[src/rtl/core/hmdg_pkg.sv]
// shared constants and types for the h-bridge direction guard
`default_nettype none
package hmdg_pkg;

    localparam int SENSE_BITS_DEF = 12;
    localparam int COUNT_BITS_DEF = 16;
    localparam int CFG_IDX_BITS   = 2;

    localparam logic [1:0] ACT_TICK   = 2'd0;
    localparam logic [1:0] ACT_TOGGLE = 2'd1;
    localparam logic [1:0] ACT_SET    = 2'd2;

    localparam logic [1:0] DIR_NONE = 2'd0;
    localparam logic [1:0] DIR_FWD  = 2'd1;
    localparam logic [1:0] DIR_REV  = 2'd2;

    localparam logic [CFG_IDX_BITS-1:0] CFG_THRESHOLD  = 2'd0;
    localparam logic [CFG_IDX_BITS-1:0] CFG_DEAD_TIME  = 2'd1;
    localparam logic [CFG_IDX_BITS-1:0] CFG_RUN_TMO    = 2'd2;
    localparam logic [CFG_IDX_BITS-1:0] CFG_TRIP_TICKS = 2'd3;

    localparam int THRESHOLD_RST  = 3000;
    localparam int DEAD_TIME_RST  = 300;
    localparam int RUN_TMO_RST    = 10000;
    localparam int TRIP_TICKS_RST = 200;

    typedef struct packed {
        logic [1:0] run;
        logic [1:0] goal;
        logic       pend;
        logic [1:0] drive;
    } t_ctrl;

    typedef struct packed {
        logic       forward_drive;
        logic       reverse_drive;
        logic [1:0] motor_state;
        logic       change_pending;
    } t_result;

endpackage
`default_nettype wire

[src/rtl/core/hmdg_item_if.sv]
// request channel: action, target direction and current-sense samples
`default_nettype none
interface hmdg_item_if #(
    parameter int SENSE_BITS = 12
);
    logic                  valid;
    logic                  ready;
    logic [1:0]            action;
    logic [1:0]            target_direction;
    logic [SENSE_BITS-1:0] forward_sample;
    logic                  forward_sample_new;
    logic [SENSE_BITS-1:0] reverse_sample;
    logic                  reverse_sample_new;

    modport source (
        output valid, action, target_direction, forward_sample, forward_sample_new,
               reverse_sample, reverse_sample_new,
        input  ready
    );
    modport sink (
        input  valid, action, target_direction, forward_sample, forward_sample_new,
               reverse_sample, reverse_sample_new,
        output ready
    );
endinterface
`default_nettype wire

[src/rtl/core/hmdg_result_if.sv]
// result channel: drive legs, motor state and pending flag
`default_nettype none
interface hmdg_result_if;
    logic       valid;
    logic       ready;
    logic       forward_drive;
    logic       reverse_drive;
    logic [1:0] motor_state;
    logic       change_pending;

    modport source (
        output valid, forward_drive, reverse_drive, motor_state, change_pending,
        input  ready
    );
    modport sink (
        input  valid, forward_drive, reverse_drive, motor_state, change_pending,
        output ready
    );
endinterface
`default_nettype wire

[src/rtl/core/hmdg_cfg_if.sv]
// configuration write channel: register index and data
`default_nettype none
interface hmdg_cfg_if #(
    parameter int DATA_BITS = 16
);
    logic                 valid;
    logic                 ready;
    logic [1:0]           index;
    logic [DATA_BITS-1:0] data;

    modport source (output valid, index, data, input ready);
    modport sink   (input valid, index, data, output ready);
endinterface
`default_nettype wire

[src/rtl/core/hbridge_motor_direction_guard.sv]
// top level of the h-bridge motor direction guard
//
// Guards one h-bridge motor. Requests arrive on i_item (valid/ready): a tick
// (action 0) runs dead time, start, current-sense and timeout checks; a toggle
// (action 1) or set (action 2) arms a direction change with both legs off.
// Every request yields exactly one result on o_result: leg drives, motor state
// and the change-pending flag, as they stand after that request.
// i_cfg writes the four limit registers by index: threshold, dead time, run
// timeout and over-current trip count; it is always ready and should only be
// written while no request is in flight.
// An accepted request passes through the request register and then the result
// register before o_result can take it.
// Throughput: one request per cycle while o_result keeps up; a request register
// feeds the update logic, and the result register in front of o_result lets the
// next request be taken while a finished result still waits.
// When o_result stalls, the result register holds, the request register fills,
// and i_item.ready drops only once both are full.
// Reset (i_rst_n low, synchronous) stops the motor, clears the counters and
// held samples, drops both valids and loads the limit registers' defaults.
`default_nettype none
module hbridge_motor_direction_guard
    import hmdg_pkg::*;
#(
    parameter int SENSE_BITS = SENSE_BITS_DEF,
    parameter int COUNT_BITS = COUNT_BITS_DEF
) (
    input  wire logic      i_clk,
    input  wire logic      i_rst_n,
    hmdg_item_if.sink      i_item,
    hmdg_cfg_if.sink       i_cfg,
    hmdg_result_if.source  o_result
);

    // request register
    logic                  r_in_vld;
    logic [1:0]            r_in_action;
    logic [1:0]            r_in_target;
    logic [SENSE_BITS-1:0] r_in_fwd_sample;
    logic                  r_in_fwd_new;
    logic [SENSE_BITS-1:0] r_in_rev_sample;
    logic                  r_in_rev_new;

    // limits
    logic [SENSE_BITS-1:0] r_cfg_thr;
    logic [COUNT_BITS-1:0] r_cfg_dead_time;
    logic [COUNT_BITS-1:0] r_cfg_run_tmo;
    logic [COUNT_BITS-1:0] r_cfg_trip;

    // motor state
    t_ctrl                 r_ctrl;
    logic [COUNT_BITS-1:0] r_dt_left;
    logic [COUNT_BITS-1:0] r_oc_cnt;
    logic [COUNT_BITS-1:0] r_rt_cnt;
    logic [SENSE_BITS-1:0] r_hfs;
    logic [SENSE_BITS-1:0] r_hrs;

    // result register
    logic                  r_out_vld;
    t_result               r_out;

    t_ctrl                 n_ctrl;
    logic [COUNT_BITS-1:0] n_dt_left;
    logic [COUNT_BITS-1:0] n_oc_cnt;
    logic [COUNT_BITS-1:0] n_rt_cnt;
    logic [SENSE_BITS-1:0] n_hfs;
    logic [SENSE_BITS-1:0] n_hrs;
    t_result               n_out;

    logic w_adv;
    logic w_in_acc;
    logic w_cfg_wr;

    assign w_adv    = !r_out_vld || o_result.ready;
    assign w_in_acc = i_item.valid && i_item.ready;
    assign w_cfg_wr = i_cfg.valid && i_cfg.ready;

    assign i_item.ready = !r_in_vld || w_adv;
    assign i_cfg.ready  = 1'b1;

    assign o_result.valid          = r_out_vld;
    assign o_result.forward_drive  = r_out.forward_drive;
    assign o_result.reverse_drive  = r_out.reverse_drive;
    assign o_result.motor_state    = r_out.motor_state;
    assign o_result.change_pending = r_out.change_pending;

    always_ff @(posedge i_clk) begin
        if (!i_rst_n) begin
            r_cfg_thr       <= SENSE_BITS'(THRESHOLD_RST);
            r_cfg_dead_time <= COUNT_BITS'(DEAD_TIME_RST);
            r_cfg_run_tmo   <= COUNT_BITS'(RUN_TMO_RST);
            r_cfg_trip      <= COUNT_BITS'(TRIP_TICKS_RST);
        end else if (w_cfg_wr) begin
            unique case (i_cfg.index)
                CFG_THRESHOLD:  r_cfg_thr       <= i_cfg.data[SENSE_BITS-1:0];
                CFG_DEAD_TIME:  r_cfg_dead_time <= i_cfg.data[COUNT_BITS-1:0];
                CFG_RUN_TMO:    r_cfg_run_tmo   <= i_cfg.data[COUNT_BITS-1:0];
                CFG_TRIP_TICKS: r_cfg_trip      <= i_cfg.data[COUNT_BITS-1:0];
                default: begin
                end
            endcase
        end
    end

    always_ff @(posedge i_clk) begin
        if (!i_rst_n) begin
            r_in_vld <= 1'b0;
        end else if (i_item.ready) begin
            r_in_vld <= i_item.valid;
        end
    end

    always_ff @(posedge i_clk) begin
        if (w_in_acc) begin
            r_in_action     <= i_item.action;
            r_in_target     <= i_item.target_direction;
            r_in_fwd_sample <= i_item.forward_sample;
            r_in_fwd_new    <= i_item.forward_sample_new;
            r_in_rev_sample <= i_item.reverse_sample;
            r_in_rev_new    <= i_item.reverse_sample_new;
        end
    end

    hmdg_step #(
        .SENSE_BITS (SENSE_BITS),
        .COUNT_BITS (COUNT_BITS)
    ) u_step (
        .i_action     (r_in_action),
        .i_target     (r_in_target),
        .i_fwd_sample (r_in_fwd_sample),
        .i_fwd_new    (r_in_fwd_new),
        .i_rev_sample (r_in_rev_sample),
        .i_rev_new    (r_in_rev_new),
        .i_thr        (r_cfg_thr),
        .i_dead_time  (r_cfg_dead_time),
        .i_run_tmo    (r_cfg_run_tmo),
        .i_trip       (r_cfg_trip),
        .i_ctrl       (r_ctrl),
        .i_dt_left    (r_dt_left),
        .i_oc_cnt     (r_oc_cnt),
        .i_rt_cnt     (r_rt_cnt),
        .i_hfs        (r_hfs),
        .i_hrs        (r_hrs),
        .o_ctrl       (n_ctrl),
        .o_dt_left    (n_dt_left),
        .o_oc_cnt     (n_oc_cnt),
        .o_rt_cnt     (n_rt_cnt),
        .o_hfs        (n_hfs),
        .o_hrs        (n_hrs),
        .o_result     (n_out)
    );

    always_ff @(posedge i_clk) begin
        if (!i_rst_n) begin
            r_ctrl    <= '0;
            r_dt_left <= '0;
            r_oc_cnt  <= '0;
            r_rt_cnt  <= '0;
            r_hfs     <= '0;
            r_hrs     <= '0;
            r_out_vld <= 1'b0;
        end else if (w_adv) begin
            r_out_vld <= r_in_vld;
            if (r_in_vld) begin
                r_ctrl    <= n_ctrl;
                r_dt_left <= n_dt_left;
                r_oc_cnt  <= n_oc_cnt;
                r_rt_cnt  <= n_rt_cnt;
                r_hfs     <= n_hfs;
                r_hrs     <= n_hrs;
            end
        end
    end

    always_ff @(posedge i_clk) begin
        if (w_adv && r_in_vld) begin
            r_out <= n_out;
        end
    end

    // a pending change always has both legs off
    a_pend_legs_off: assert property (@(posedge i_clk) disable iff (!i_rst_n)
        r_ctrl.pend |-> r_ctrl.drive == DIR_NONE)
        else $error("legs driven while a direction change is pending");

    // a driven leg matches the running direction
    a_drive_matches_run: assert property (@(posedge i_clk) disable iff (!i_rst_n)
        r_ctrl.drive != DIR_NONE |-> r_ctrl.drive == r_ctrl.run)
        else $error("driven leg disagrees with motor state");

    // a held request is not dropped while the result side stalls
    a_hold_request: assert property (@(posedge i_clk) disable iff (!i_rst_n)
        r_in_vld && !w_adv |=> r_in_vld && $stable(r_in_action))
        else $error("request register lost its request during a stall");

    // motor state only changes when a request is retired
    a_state_on_retire: assert property (@(posedge i_clk) disable iff (!i_rst_n)
        !(w_adv && r_in_vld) |=> $stable(r_ctrl))
        else $error("motor state changed without a retired request");

endmodule
`default_nettype wire

[src/rtl/core/hmdg_step.sv]
// next-state and result logic for one request
`default_nettype none
module hmdg_step
    import hmdg_pkg::*;
#(
    parameter int SENSE_BITS = SENSE_BITS_DEF,
    parameter int COUNT_BITS = COUNT_BITS_DEF
) (
    input  wire logic [1:0]            i_action,
    input  wire logic [1:0]            i_target,
    input  wire logic [SENSE_BITS-1:0] i_fwd_sample,
    input  wire logic                  i_fwd_new,
    input  wire logic [SENSE_BITS-1:0] i_rev_sample,
    input  wire logic                  i_rev_new,
    input  wire logic [SENSE_BITS-1:0] i_thr,
    input  wire logic [COUNT_BITS-1:0] i_dead_time,
    input  wire logic [COUNT_BITS-1:0] i_run_tmo,
    input  wire logic [COUNT_BITS-1:0] i_trip,
    input  wire t_ctrl                 i_ctrl,
    input  wire logic [COUNT_BITS-1:0] i_dt_left,
    input  wire logic [COUNT_BITS-1:0] i_oc_cnt,
    input  wire logic [COUNT_BITS-1:0] i_rt_cnt,
    input  wire logic [SENSE_BITS-1:0] i_hfs,
    input  wire logic [SENSE_BITS-1:0] i_hrs,
    output t_ctrl                      o_ctrl,
    output logic [COUNT_BITS-1:0]      o_dt_left,
    output logic [COUNT_BITS-1:0]      o_oc_cnt,
    output logic [COUNT_BITS-1:0]      o_rt_cnt,
    output logic [SENSE_BITS-1:0]      o_hfs,
    output logic [SENSE_BITS-1:0]      o_hrs,
    output t_result                    o_result
);

    localparam logic [COUNT_BITS-1:0] CNT_MAX = '1;
    localparam logic [COUNT_BITS-1:0] CNT_ONE = COUNT_BITS'(1);

    logic [SENSE_BITS-1:0] w_sample;

    always_comb begin
        o_ctrl    = i_ctrl;
        o_dt_left = i_dt_left;
        o_oc_cnt  = i_oc_cnt;
        o_rt_cnt  = i_rt_cnt;
        o_hfs     = i_hfs;
        o_hrs     = i_hrs;
        w_sample  = '0;
        unique case (i_action)
            ACT_TICK: begin
                if (o_ctrl.pend && o_dt_left != '0) begin
                    o_dt_left = o_dt_left - CNT_ONE;
                end
                if (o_ctrl.pend && o_dt_left == '0) begin
                    o_ctrl.pend = 1'b0;
                    if (o_ctrl.goal == DIR_FWD) begin
                        o_ctrl.run   = DIR_FWD;
                        o_ctrl.drive = DIR_FWD;
                    end else begin
                        o_ctrl.run   = DIR_REV;
                        o_ctrl.drive = DIR_REV;
                    end
                    o_oc_cnt = '0;
                    o_rt_cnt = '0;
                end
                if (i_fwd_new) begin
                    o_hfs = i_fwd_sample;
                end
                if (i_rev_new) begin
                    o_hrs = i_rev_sample;
                end
                if (o_ctrl.run == DIR_FWD || o_ctrl.run == DIR_REV) begin
                    w_sample = (o_ctrl.run == DIR_FWD) ? o_hfs : o_hrs;
                    if (w_sample > i_thr) begin
                        o_oc_cnt = (o_oc_cnt == CNT_MAX) ? CNT_MAX : o_oc_cnt + CNT_ONE;
                    end else begin
                        o_oc_cnt = '0;
                    end
                    o_rt_cnt = (o_rt_cnt == CNT_MAX) ? CNT_MAX : o_rt_cnt + CNT_ONE;
                end
                if (o_oc_cnt > i_trip || o_rt_cnt > i_run_tmo) begin
                    o_ctrl.run   = DIR_NONE;
                    o_ctrl.drive = DIR_NONE;
                end
            end
            ACT_TOGGLE: begin
                o_ctrl.goal  = (i_ctrl.goal == DIR_FWD) ? DIR_REV : DIR_FWD;
                o_ctrl.pend  = 1'b1;
                o_ctrl.drive = DIR_NONE;
                o_dt_left    = i_dead_time;
            end
            ACT_SET: begin
                o_ctrl.goal  = i_target;
                o_ctrl.pend  = 1'b1;
                o_ctrl.drive = DIR_NONE;
                o_dt_left    = i_dead_time;
            end
            default: begin
                // undefined action: state untouched
            end
        endcase
        o_result.forward_drive  = o_ctrl.drive[0];
        o_result.reverse_drive  = o_ctrl.drive[1];
        o_result.motor_state    = o_ctrl.run;
        o_result.change_pending = o_ctrl.pend;
    end

endmodule
`default_nettype wire

[src/flat_wrapper.sv]
// flat-port wrapper written by rule: the top's interface ports become plain ports
module hbridge_motor_direction_guard_flat import hmdg_pkg::*;
#(
    parameter int SENSE_BITS = SENSE_BITS_DEF,
    parameter int COUNT_BITS = COUNT_BITS_DEF
)
  (i_clk, i_rst_n, i_item_valid, i_item_action, i_item_target_direction, i_item_forward_sample, i_item_forward_sample_new, i_item_reverse_sample, i_item_reverse_sample_new, i_item_ready, i_cfg_valid, i_cfg_index, i_cfg_data, i_cfg_ready, o_result_valid, o_result_forward_drive, o_result_reverse_drive, o_result_motor_state, o_result_change_pending, o_result_ready);
  hmdg_item_if #(.SENSE_BITS(SENSE_BITS)) i_item_i ();
  hmdg_cfg_if #(.DATA_BITS(COUNT_BITS_DEF)) i_cfg_i ();
  hmdg_result_if o_result_i ();
  input  wire logic i_clk;
  input  wire logic i_rst_n;
  input wire logic [$bits(i_item_i.valid)-1:0] i_item_valid;
  input wire logic [$bits(i_item_i.action)-1:0] i_item_action;
  input wire logic [$bits(i_item_i.target_direction)-1:0] i_item_target_direction;
  input wire logic [$bits(i_item_i.forward_sample)-1:0] i_item_forward_sample;
  input wire logic [$bits(i_item_i.forward_sample_new)-1:0] i_item_forward_sample_new;
  input wire logic [$bits(i_item_i.reverse_sample)-1:0] i_item_reverse_sample;
  input wire logic [$bits(i_item_i.reverse_sample_new)-1:0] i_item_reverse_sample_new;
  output wire logic [$bits(i_item_i.ready)-1:0] i_item_ready;
  input wire logic [$bits(i_cfg_i.valid)-1:0] i_cfg_valid;
  input wire logic [$bits(i_cfg_i.index)-1:0] i_cfg_index;
  input wire logic [$bits(i_cfg_i.data)-1:0] i_cfg_data;
  output wire logic [$bits(i_cfg_i.ready)-1:0] i_cfg_ready;
  output wire logic [$bits(o_result_i.valid)-1:0] o_result_valid;
  output wire logic [$bits(o_result_i.forward_drive)-1:0] o_result_forward_drive;
  output wire logic [$bits(o_result_i.reverse_drive)-1:0] o_result_reverse_drive;
  output wire logic [$bits(o_result_i.motor_state)-1:0] o_result_motor_state;
  output wire logic [$bits(o_result_i.change_pending)-1:0] o_result_change_pending;
  input wire logic [$bits(o_result_i.ready)-1:0] o_result_ready;
  assign i_item_i.valid = i_item_valid;
  assign i_item_i.action = i_item_action;
  assign i_item_i.target_direction = i_item_target_direction;
  assign i_item_i.forward_sample = i_item_forward_sample;
  assign i_item_i.forward_sample_new = i_item_forward_sample_new;
  assign i_item_i.reverse_sample = i_item_reverse_sample;
  assign i_item_i.reverse_sample_new = i_item_reverse_sample_new;
  assign i_item_ready = i_item_i.ready;
  assign i_cfg_i.valid = i_cfg_valid;
  assign i_cfg_i.index = i_cfg_index;
  assign i_cfg_i.data = i_cfg_data;
  assign i_cfg_ready = i_cfg_i.ready;
  assign o_result_valid = o_result_i.valid;
  assign o_result_forward_drive = o_result_i.forward_drive;
  assign o_result_reverse_drive = o_result_i.reverse_drive;
  assign o_result_motor_state = o_result_i.motor_state;
  assign o_result_change_pending = o_result_i.change_pending;
  assign o_result_i.ready = o_result_ready;
  hbridge_motor_direction_guard #(.SENSE_BITS(SENSE_BITS), .COUNT_BITS(COUNT_BITS)) u_core (.i_clk(i_clk), .i_rst_n(i_rst_n), .i_item(i_item_i), .i_cfg(i_cfg_i), .o_result(o_result_i));
endmodule
[config.mk]
export PLATFORM = sky130hd
export DESIGN_NAME = hbridge_motor_direction_guard_flat
export DESIGN_NICKNAME = d
export VERILOG_FILES = /design/src/rtl/core/hmdg_pkg.sv /design/src/rtl/core/hmdg_item_if.sv /design/src/rtl/core/hmdg_result_if.sv /design/src/rtl/core/hmdg_cfg_if.sv /design/src/rtl/core/hbridge_motor_direction_guard.sv /design/src/rtl/core/hmdg_step.sv /design/src/flat_wrapper.sv
export SDC_FILE = /design/constraint.sdc
export NUM_CORES = 1
export LEC_CHECK = 0
export ABC_CLOCK_PERIOD_IN_PS = 9600
export CAP_MARGIN = 15
export CORE_AREA = 2 2 153 230
export CTS_CLUSTER_DIAMETER = 40
export CTS_CLUSTER_SIZE = 24
export DETAILED_ROUTE_END_ITERATION = 7
export DIE_AREA = 0 0 155 232
export DONT_BUFFER_PORTS = 1
export HOLD_SLACK_MARGIN = 0.02
export PLACE_DENSITY_LB_ADDON = 0.2
export SLEW_MARGIN = 20
export SYNTH_ARGS = -nofsm -noshare
export SYNTH_HDL_FRONTEND = slang
export SYNTH_SLANG_ARGS = --single-unit
[constraint.sdc]
create_clock -name i_clk -period 9.6 [get_ports i_clk]
set_clock_uncertainty 0.15 [all_clocks]
set_input_delay 0 -clock i_clk [delete_from_list [all_inputs] [get_ports i_clk]]
set_output_delay 0 -clock i_clk [all_outputs]
set_load 0.02 [all_outputs]
==> impl_metrics.py, run 1 <==
metrics = {
    "die": {
        "pin_count": 61,
        "die-area_mm2": 0.0360,
        "core.rowCount": 83,
        "start_util_pct": 28.6,
        "die_h_um": 232,
        "die_w_um": 155,
        "core_area_mm2": 0.0340,
    },
    "power": {
        "cellInternalPower_mw": 1.21,
        "cellPowerDensity_mw_per_mm2": 148,
        "pwr-share-comb_pct": 13.1,
        "pwr-share-seq_pct": 46.4,
        "pwr-share-clk_pct": 40.5,
        "ir_drop_uv": 129,
        "p_leak_nw": 4.16,
        "p_sw_share_pct": 29.8,
        "p_sw_mw": 0.513,
    },
    "setup_path": {
        "path_max_fanout": 24,
        "required_ps": 9760,
        "cp_top_family": "compound AO/OA/AOI/OAI gates",
        "critPathBufInv": 2,
        "slowest_stage": "ha_1",
        "worstSetupPathType": "reg -> reg",
        "setup.worst_path.start_class": "register",
        "worstPathArrival_ps": 8470,
        "end_kind": "register",
        "critPathMaxStageDelay_ps": 720,
    },
    "final_layout": {
        "drive_above_1_share_pct": 5.98,
        "finalNetCount": 1361,
        "num_antenna_cells": 0,
        "final_util_pct": 34.1,
        "multi_input_area_mm2": 0.00527,
        "regArea_mm2": 0.00387,
        "stdcell_count": 1695,
        "syn2layout_area_growth_pct": 19.4,
        "fillers": 3528,
    },
    "drt": {
        "routed_wl_mm": 31.6,
        "dr_total_vias": 8834,
        "wl_per_cell_um": 18.7,
        "ant_nets": 0,
        "dr.pass1.iters": 5,
        "vias_per_cell": 5.21,
        "drtIter0Drc": 502,
        "drc_errors": 0,
    },
    "timing": {
        "hold_ws_ps": 26.5,
        "post-route-period-util_pct": 86.5,
        "tns_ps": 0,
        "finalSetupViolations": 0,
        "slew_violations": 0,
        "worst_slack_ps": 1290,
        "period_minus_slack_ps": 8310,
        "slew_headroom_pct": 33.9,
        "tightest_slew_ps": 988,
        "max_freq_mhz": 120,
        "hold_viol": 0,
        "rsz0062_at_grt": "false",
    },
    "synthesis": {
        "synth_top_flop_cell": "dfxtp_1",
        "syn_nets": 1303,
        "yosysTopAreaCell": "dfxtp_1",
        "synthAdderAreaFrac_pct": 6.57,
        "yosysWarningCount": 0,
        "synthTopCellsByArea": "dfxtp_1, edfxtp_1, nand2_1, a21oi_1, ha_1",
        "synthSimpleGateAreaFrac_pct": 22.5,
        "async_reset_ff_share_pct": 0,
        "ys_ff_latch": 176,
        "synth-compound-area-share_pct": 22.2,
        "synth_top_family_by_area": "simple AND/OR/NAND/NOR gates",
        "synth_edf_count": 35,
        "ys_seq_area_share_pct": 39.9,
        "muxShareOfSynthArea_pct": 1.57,
        "synth_top_area_share_pct": 29.1,
        "synth_cells": 1199,
        "synth.distinct_cells": 79,
        "synth_xor_area_share_pct": 1.26,
        "avgSynthCellArea_um2": 8.10,
        "syn_area_mm2": 0.00971,
    },
    "grt": {
        "grt_pass1_wl_mm": 48.8,
        "grt_overflow_total": 0,
        "grt_antenna_before_repair": 1,
        "grt.total_usage_pct": 17.8,
        "grt_max_degree": 61,
        "first_global_vias": 8635,
    },
    "clock_tree": {
        "cts-root-buf": "clkbuf_16",
        "cts_buffers": 17,
        "post_cts_buffers": 0,
        "cts-hold-fix-buffers": 101,
        "cts.clk_slew.worst_paths_ps": 70,
        "htree_levels": 4,
        "cts.sink_count": 176,
        "clockBufferDepth": 2,
        "cts_resized": 0,
        "cts_tree": "built",
        "clk_latency_ps": 470,
    },
    "placed_design": {
        "hpwl_mm": 22.1,
        "portBuffers": 0,
        "post-place-cells": 1561,
        "place_congestion": 0.835,
        "place_ws_ps": 1370,
    },
    "run_status": {
        "outcome": "finished clean",
    },
    "hold_path": {
        "hold_path.class": "in -> reg",
    },
    "run": {
        "drv_cap": 0,
    },
}
==> kinds of logic after synthesis <==
| group | after synthesis |
|---|---|
| compound gates | 353 |
| xor+xnor | 14 |
| fa+ha+maj | 51 |
| buf+inv | 138 |
| flops | 176 |
| mux | 15 |
| other cells | 1 |
| simple gates | 451 |
==> per-stage QoR <==
step                      area [um^2]  power, mW
after global routing            11600       1.78
after global placement           9990      0.997
final                           11600       1.72
after detailed placement         9990      0.997
after CTS                       11600       1.74
after floorplan                  9710      0.947
==> cells in the mapped netlist, types with 4 or more instances <==
cell type  instances
buf_2              6
buf_6              5
nand2_1          226
mux2i_1           13
nand4_1           22
o21ai_1            5
nand3_1           33
o211ai_1          18
o22ai_1            7
a21boi_0           5
nor3_1            10
a211oi_1          17
edfxtp_1          35
inv_1             63
a31oi_1           13
a21o_1             6
o21a_1             4
xnor2_1            9
and2_1            15
nand2b_1           8
nor2_1            63
and4_1             5
a22oi_1            9
o31ai_1            8
o221a_2            4
a21oi_1          163
and3_1            13
or3_1              5
o21ai_0           58
nor2b_1           23
nor3_2             4
dfxtp_1          141
o32ai_1            4
a41oi_1            4
ha_1              51
xor2_1             5
clkbuf_1          58
==> final timing paths <==
kind	start	endpoint	slack, ps	depth (start not counted)
max	u_core.r_dt_left[0]$_SDFFE_PN0P_	u_core.o_result.reverse_drive$_DFFE_PP_	1290	30
min reg2reg	u_core.r_hrs[5]$_SDFFE_PN0P_	u_core.r_hrs[5]$_SDFFE_PN0P_	300	2
min	i_item_forward_sample[3]	u_core.r_in_fwd_sample[3]$_DFFE_PP_	30	1
max reg2reg	u_core.r_dt_left[0]$_SDFFE_PN0P_	u_core.o_result.reverse_drive$_DFFE_PP_	1290	30
==> placed cells by master, fill, tap and decap left out, types with 9 or more instances in the layout <==
cell type / synthesis / final
nor2b_1: 23 / 23
a22oi_1: 9 / 9
nand3_1: 33 / 33
and2_1: 15 / 15
and3_1: 13 / 13
o211ai_1: 18 / 18
a21oi_1: 163 / 163
clkbuf_16: 0 / 17
xnor2_1: 9 / 9
a211oi_1: 17 / 17
dfxtp_1: 141 / 141
mux2i_1: 13 / 13
edfxtp_1: 35 / 35
inv_1: 63 / 63
nor2_1: 63 / 63
ha_1: 51 / 51
a31oi_1: 13 / 13
nand4_1: 22 / 22
dlygate4sd3_1: 0 / 101
nand2_1: 226 / 226
o21ai_0: 58 / 58
nor3_1: 10 / 10
buf_4: 3 / 11
==> power groups by stage <==
stage	Sequential (mW)	Combinational, mW	Clock [mW]
finish	0.798	0.226	0.696
floorplan	0.805	0.142	0
global route	0.801	0.246	0.735
global placement	0.815	0.182	0
detailed placement	0.815	0.182	0
CTS	0.798	0.226	0.714
==> layout make-up <==
| cell class | instances | area share [%] |
|---|---|---|
| Multi-Input combinational cell | 885 | 45.4 |
| Sequential cell | 176 | 33.4 |
| Timing Repair Buffer | 113 | 9.60 |
| Tap cell | 425 | 4.59 |
| Clock buffer | 17 | 3.67 |
| Inverter | 64 | 2.07 |
| Clock inverter | 15 | 1.26 |
==> per-layer routing <==
layer / track usage, % / part of all wire [%]
met3: 2.41 / 2.8
met1: 19.1 / 39
met4: 8.30 / 3.4
met5: 0 / 0.025
met2: 34.1 / 54
==> worst register-to-register path, delay by kind of cell, from the launching register on <==
kind | cells | cell delay (ps)
simple gates | 9 | 2350
xor+xnor | 1 | 220
fa+ha+maj | 4 | 1450
compound gates | 14 | 3180
flops | 1 | 410
buf+inv | 2 | 370
==> state kept, by name, summed over array words and instances, names as in the netlist, 16 cells and up <==
name                    flops
u_core.r_cfg_dead_time     16
u_core.r_cfg_run_tmo       16
u_core.r_cfg_trip          16
u_core.r_dt_left           16
u_core.r_oc_cnt            16
u_core.r_rt_cnt            16
Note: power is estimated with default switching activity, not from simulation.
==> run 2, diff against run 1 <==
- CORE_AREA: 2 2 153 230 -> 2 2 171 206
- DIE_AREA: 0 0 155 232 -> 0 0 173 208
==> run 2 against run 1 <==
Net effect: sequential power hardly changed; total power is 0.79% lower; clock power is 0.6% lower; non-clock buffer count is 20 lower; register-to-register slack better by 120 ps; wire length is 3.8% lower.
==> impl_metrics.py, run 2 (synthesis gave the netlist of run 1 again) <==
metrics = {
    "timing": {
        "hold_viol": 0,
        "tightest_slew_ps": 1000,
        "tns_ps": 0,
        "finalSetupViolations": 0,
        "slew_headroom_pct": 33.2,
        "post-route-period-util_pct": 85.3,
        "slew_violations": 0,
        "max_freq_mhz": 122,
        "rsz0062_at_grt": "false",
        "worst_slack_ps": 1410,
        "hold_ws_ps": 40.4,
        "period_minus_slack_ps": 8190,
    },
    "drt": {
        "routed_wl_mm": 30.4,
        "dr.pass1.iters": 5,
        "ant_nets": 0,
        "vias_per_cell": 5.03,
        "wl_per_cell_um": 17.8,
        "drtIter0Drc": 596,
        "dr_total_vias": 8579,
        "drc_errors": 0,
    },
    "placed_design": {
        "dpl_cell_area_mm2": 0.0100,
        "place_ws_ps": 1460,
        "place_congestion": 0.834,
        "portBuffers": 0,
        "hpwl_mm": 21.1,
        "post-place-cells": 1592,
    },
    "run": {
        "drv_cap": 0,
    },
    "final_layout": {
        "finalInstanceArea_mm2": 0.0114,
        "fillers": 3655,
        "drive_above_1_share_pct": 5.92,
        "mostFrequentLayoutCells": "nand2_1, a21oi_1, dfxtp_1",
        "regArea_mm2": 0.00387,
        "stdcell_count": 1706,
        "syn2layout_area_growth_pct": 17.8,
        "multi_input_area_mm2": 0.00527,
        "layout_commonest_cell": "nand2_1",
        "finalNetCount": 1341,
        "final_util_pct": 33.8,
    },
    "die": {
        "start_util_pct": 28.6,
        "core_area_mm2": 0.0339,
        "die_w_um": 173,
        "die_h_um": 208,
        "core.rowCount": 74,
        "die-area_mm2": 0.0360,
        "pin_count": 61,
    },
    "setup_path": {
        "critPathMaxStageDelay_ps": 730,
        "cp_top_family": "compound AO/OA/AOI/OAI gates",
        "worstPathArrival_ps": 8310,
        "worstSetupPathType": "reg -> reg",
        "slowest_stage": "ha_1",
        "required_ps": 9720,
        "setup.worst_path.start_class": "register",
        "path_max_fanout": 24,
        "critPathBufInv": 2,
        "end_kind": "register",
    },
    "grt": {
        "first_global_vias": 8210,
        "grt_antenna_before_repair": 2,
        "grt_max_degree": 62,
        "grt.total_usage_pct": 16.8,
        "grt_pass1_wl_mm": 47.5,
        "grt_overflow_total": 0,
    },
    "run_status": {
        "outcome": "finished clean",
    },
    "power": {
        "cellPowerDensity_mw_per_mm2": 149,
        "p_leak_nw": 4.08,
        "ir_drop_uv": 127,
        "p_total_mw": 1.71,
    },
    "clock_tree": {
        "cts_tree": "built",
        "cts.sink_count": 176,
        "clk_latency_ps": 440,
        "clockBufferDepth": 2,
        "post_cts_buffers": 0,
        "cts.clk_slew.worst_paths_ps": 80,
        "cts_buffers": 17,
        "cts-root-buf": "clkbuf_16",
        "htree_levels": 4,
    },
    "hold_path": {
        "hold_path.class": "in -> reg",
    },
}
## run 2: cell count changes in the layout (fill, tap and decap cells not counted)
| cell | before | now |
|---|---|---|
| bufinv_16 | 0 | 1 |
| clkbuf_1 | 0 | 1 |
| clkbuf_8 | 0 | 1 |
| clkinvlp_4 | 1 | 2 |
| diode_2 | 0 | 1 |
| dlygate4sd3_1 | 101 | 81 |
| inv_12 | 1 | 0 |
| inv_2 | 1 | 0 |
| inv_8 | 3 | 0 |
## run 2: per-layer routing
metal  share of wire (%)  track usage [%]  up-vias
li1                    -                -     4350
met1                  45             20.7     4053
met2                  51             30.3      144
met3                 3.0             2.50       28
met4                 1.5             4.68        4
met5               0.082                0        -
## run 2: worst register-to-register path: cells and delay by family (launching register included)
family	cells	cell delay, ps
compound gates	14	2990
xor+xnor	1	250
fa+ha+maj	4	1590
buf+inv	2	370
flops	1	420
simple gates	9	2270
## run 2: final timing paths
path	from	slack, ps	to	depth (start not counted)
min	i_item_target_direction[0]	40	u_core.r_in_target[0]$_DFFE_PP_	1
min reg2reg	u_core.r_hrs[8]$_SDFFE_PN0P_	300	u_core.r_hrs[8]$_SDFFE_PN0P_	2
max	u_core.r_dt_left[0]$_SDFFE_PN0P_	1410	u_core.o_result.reverse_drive$_DFFE_PP_	30
max reg2reg	u_core.r_dt_left[0]$_SDFFE_PN0P_	1410	u_core.o_result.reverse_drive$_DFFE_PP_	30
## run 2: cell type report
type	instances	share of cell area, %
inverters	64	2.11
flip-flops and latches	176	33.9
clock inverters	12	1.13
diodes	1	0.0219
repair buffers	93	7.99
well taps	456	4.99
multi-input cells	885	46.0
clock buffers	19	3.87
## run 2: power by group
part | internal [mW] | switching [mW]
Clock | 0.370 | 0.323
Sequential | 0.777 | 0.0212
Combinational | 0.0797 | 0.136
Total | 1.23 | 0.480
## run 2: repair_timing
item                                   CTS  global route
hold buffers                            82             0
endpoints found under the hold margin  177             0
resized for setup                        0             0
setup endpoints to repair                0             0
==> run 3, diff against run 2 <==
- CORE_AREA: 2 2 171 206 -> 2 2 183 220
- DIE_AREA: 0 0 173 208 -> 0 0 185 222
- SYNTH_HIERARCHICAL: default -> 1
==> run 3 against run 2 <==
Net effect: clock power is 4.3% higher; synthesized cell count rose by 14%; wire length increased by 8.5%; the run now ends with negative hold slack left; first-iteration DRC count fell by 6.5%; core utilization fell by 0.055 points; register-to-register slack got worse by 160 ps; largest cell class unchanged; worst setup slack got worse by 160 ps.
==> impl_metrics.py, run 3 <==
metrics = {
    "run_status": {
        "outcome": "finished, violations left",
        "violations": "negative hold slack",
    },
    "placed_design": {
        "portBuffers": 0,
        "place_congestion": 0.852,
        "post-place-cells": 1798,
        "hpwl_mm": 22.3,
        "place_ws_ps": 1350,
    },
    "grt": {
        "grt_overflow_total": 0,
        "first_global_vias": 9617,
        "grt.total_usage_pct": 16.5,
        "grt_pass1_wl_mm": 53.2,
        "grt_max_degree": 237,
        "grt_antenna_before_repair": 1,
    },
    "timing": {
        "hold_ws_ps": -31.0,
        "period_minus_slack_ps": 8350,
        "max_freq_mhz": 120,
        "tightest_slew_ps": 1120,
        "finalSetupViolations": 0,
        "slew_violations": 0,
        "tns_ps": 0,
        "rsz0062_at_grt": "false",
        "worst_slack_ps": 1250,
        "hold_viol": 10,
        "slew_headroom_pct": 24.8,
        "post-route-period-util_pct": 86.9,
    },
    "clock_tree": {
        "cts-root-buf": "clkbuf_16",
        "cts-hold-fix-buffers": 98,
        "cts_resized": 0,
        "clockBufferDepth": 2,
        "cts_tree": "built",
        "cts.clk_slew.worst_paths_ps": 70,
        "clk_latency_ps": 460,
        "post_cts_buffers": 0,
        "htree_levels": 4,
        "cts.sink_count": 176,
        "cts_buffers": 17,
    },
    "synthesis": {
        "synth_cells": 1363,
        "syn_area_mm2": 0.0112,
        "synthTopCellsByCount": "nand2_1, dfxtp_1, mux2i_1, a21oi_1, o21ai_0",
        "async_reset_ff_share_pct": 0,
        "yosysTopAreaCell": "dfxtp_1",
        "synth_top_flop_cell": "dfxtp_1",
        "yosysWarningCount": 6,
        "ys_seq_area_share_pct": 34.7,
        "synth_edf_count": 35,
        "synth_top_area_share_pct": 25.3,
        "syn_nets": 1468,
        "avgSynthCellArea_um2": 8.19,
        "yosysMostFrequentCell": "nand2_1",
        "ys_ff_latch": 176,
        "synthTopCellsByArea": "dfxtp_1, mux2i_1, edfxtp_1, nand2_1, ha_1",
        "synth.distinct_cells": 80,
    },
    "drt": {
        "drtIter0Drc": 557,
        "routed_wl_mm": 33.0,
        "drc_errors": 0,
        "wl_per_cell_um": 17.1,
        "vias_per_cell": 5.12,
        "dr_total_vias": 9892,
        "dr.pass1.iters": 5,
        "ant_nets": 0,
    },
    "final_layout": {
        "syn2layout_area_growth_pct": 16.9,
        "final_util_pct": 33.7,
        "fillers": 4123,
        "mostFrequentLayoutCells": "nand2_1, dfxtp_1, mux2i_1",
        "regArea_mm2": 0.00387,
        "finalNetCount": 1498,
        "multi_input_area_mm2": 0.00657,
        "layout_commonest_cell": "nand2_1",
        "stdcell_count": 1933,
        "drive_above_1_share_pct": 7.82,
    },
    "die": {
        "start_util_pct": 28.8,
        "core.rowCount": 79,
        "die_h_um": 222,
        "die-area_mm2": 0.0411,
        "pin_count": 61,
        "die_w_um": 185,
        "core_area_mm2": 0.0387,
    },
    "power": {
        "p_total_mw": 1.73,
        "ir_drop_uv": 118,
        "p_leak_nw": 4.85,
        "cellPowerDensity_mw_per_mm2": 133,
    },
    "setup_path": {
        "worstPathArrival_ps": 8500,
        "required_ps": 9750,
        "r2r-end": "u_core/r_ctrl[0]$_SDFFE_PN0P_",
        "critPathMaxStageDelay_ps": 600,
        "cp-startpoint": "u_core/r_dt_left[1]$_SDFFE_PN0P_",
        "crit_path_end": "u_core/r_ctrl[0]$_SDFFE_PN0P_",
        "end_kind": "register",
        "path_max_fanout": 24,
        "setup.worst_path.start_class": "register",
        "crit_top_cell": "ha_1",
        "reg2reg_from": "u_core/r_dt_left[1]$_SDFFE_PN0P_",
        "worstSetupPathType": "reg -> reg",
        "slowest_stage": "nor2_1",
        "reg2reg_depth": 31,
        "r2r_slack_ps": 1250,
    },
    "run": {
        "drv_cap": 0,
    },
    "hold_path": {
        "hold_path.class": "in -> reg",
    },
}
==> run 3: per-layer routing <==
| metal | global-route usage (%) | share of wire [%] | vias up |
|---|---|---|---|
| met4 | 7.32 | 3.1 | 0 |
| met1 | 20.0 | 43 | 4722 |
| met3 | 3.02 | 3.9 | 40 |
| met2 | 28.3 | 50 | 207 |
| li1 | - | - | 4923 |
| met5 | 0 | 0 | - |
==> run 3: layout make-up <==
class / instances / share of cell area [%]
clock inverters: 11 / 0.901
diodes: 1 / 0.0192
multi-input cells: 1024 / 50.3
well taps: 526 / 5.04
repair buffers: 115 / 8.74
inverters: 59 / 1.70
flip-flops and latches: 176 / 29.7
clock buffers: 21 / 3.62
==> run 3: cell families (layout without fill, tap and decap cells) <==
logic type	Yosys count	in the layout	share of synthesized area (%)
AO/OA/AOI/OAI	292	292	16.3
XOR/XNOR	12	12	0.941
adder cells (fa/ha/maj)	52	52	5.83
buffers and inverters	163	206	6.76
flip-flops	176	176	34.7
multiplexers	134	134	12.3
other	1	2	0.0336
AND/OR/NAND/NOR	533	533	23.1
==> run 3: report_power, final <==
part	total [mW]	switching, mW	internal, mW
Clock	0.722	0.333	0.389
Combinational	0.216	0.127	0.0893
Sequential	0.797	0.0212	0.776
Total	1.73	0.481	1.25
==> run 3: through the flow <==
step,instance area (um^2),hold WS [ps]
after global routing,13100,28.4
after detailed placement,11400,-51.1
after CTS,13000,35.5
final,13100,-31.0
after global placement,11400,-52.0
after floorplan,11200,-51.1
==> run 3: worst min-delay path by stage <==
| stage | start | to | slack [ps] | depth (start not counted) |
|---|---|---|---|---|
| 2_1_floorplan | i_item_action[0] | u_core/r_in_action[0]$_DFFE_PP_ | -50 | 0 |
| 3_3_place_gp | i_rst_n | u_core/r_cfg_dead_time[5]$_SDFFE_PN1P_ | -50 | 1 |
| 3_5_place_dp | i_item_target_direction[1] | u_core/r_in_target[1]$_DFFE_PP_ | -50 | 0 |
| 4_1_cts | i_cfg_data[5] | u_core/r_cfg_dead_time[5]$_SDFFE_PN1P_ | 40 | 3 |
| 5_1_grt | i_cfg_index[1] | u_core/r_cfg_dead_time[1]$_SDFFE_PN0P_ | 30 | 2 |
| 6_report | i_cfg_valid | u_core/r_cfg_dead_time[4]$_SDFFE_PN0P_ | -30 | 2 |
==> run 3: critical path, delay by kind of cell, from the launching register on <==
family / cells / cell delay, ps
muxes: 2 / 340
and+or+nand+nor: 11 / 2890
buffers and inverters: 3 / 400
AOI/OAI and AO/OA: 11 / 2710
adders and majority gates: 4 / 1310
DFF: 1 / 360
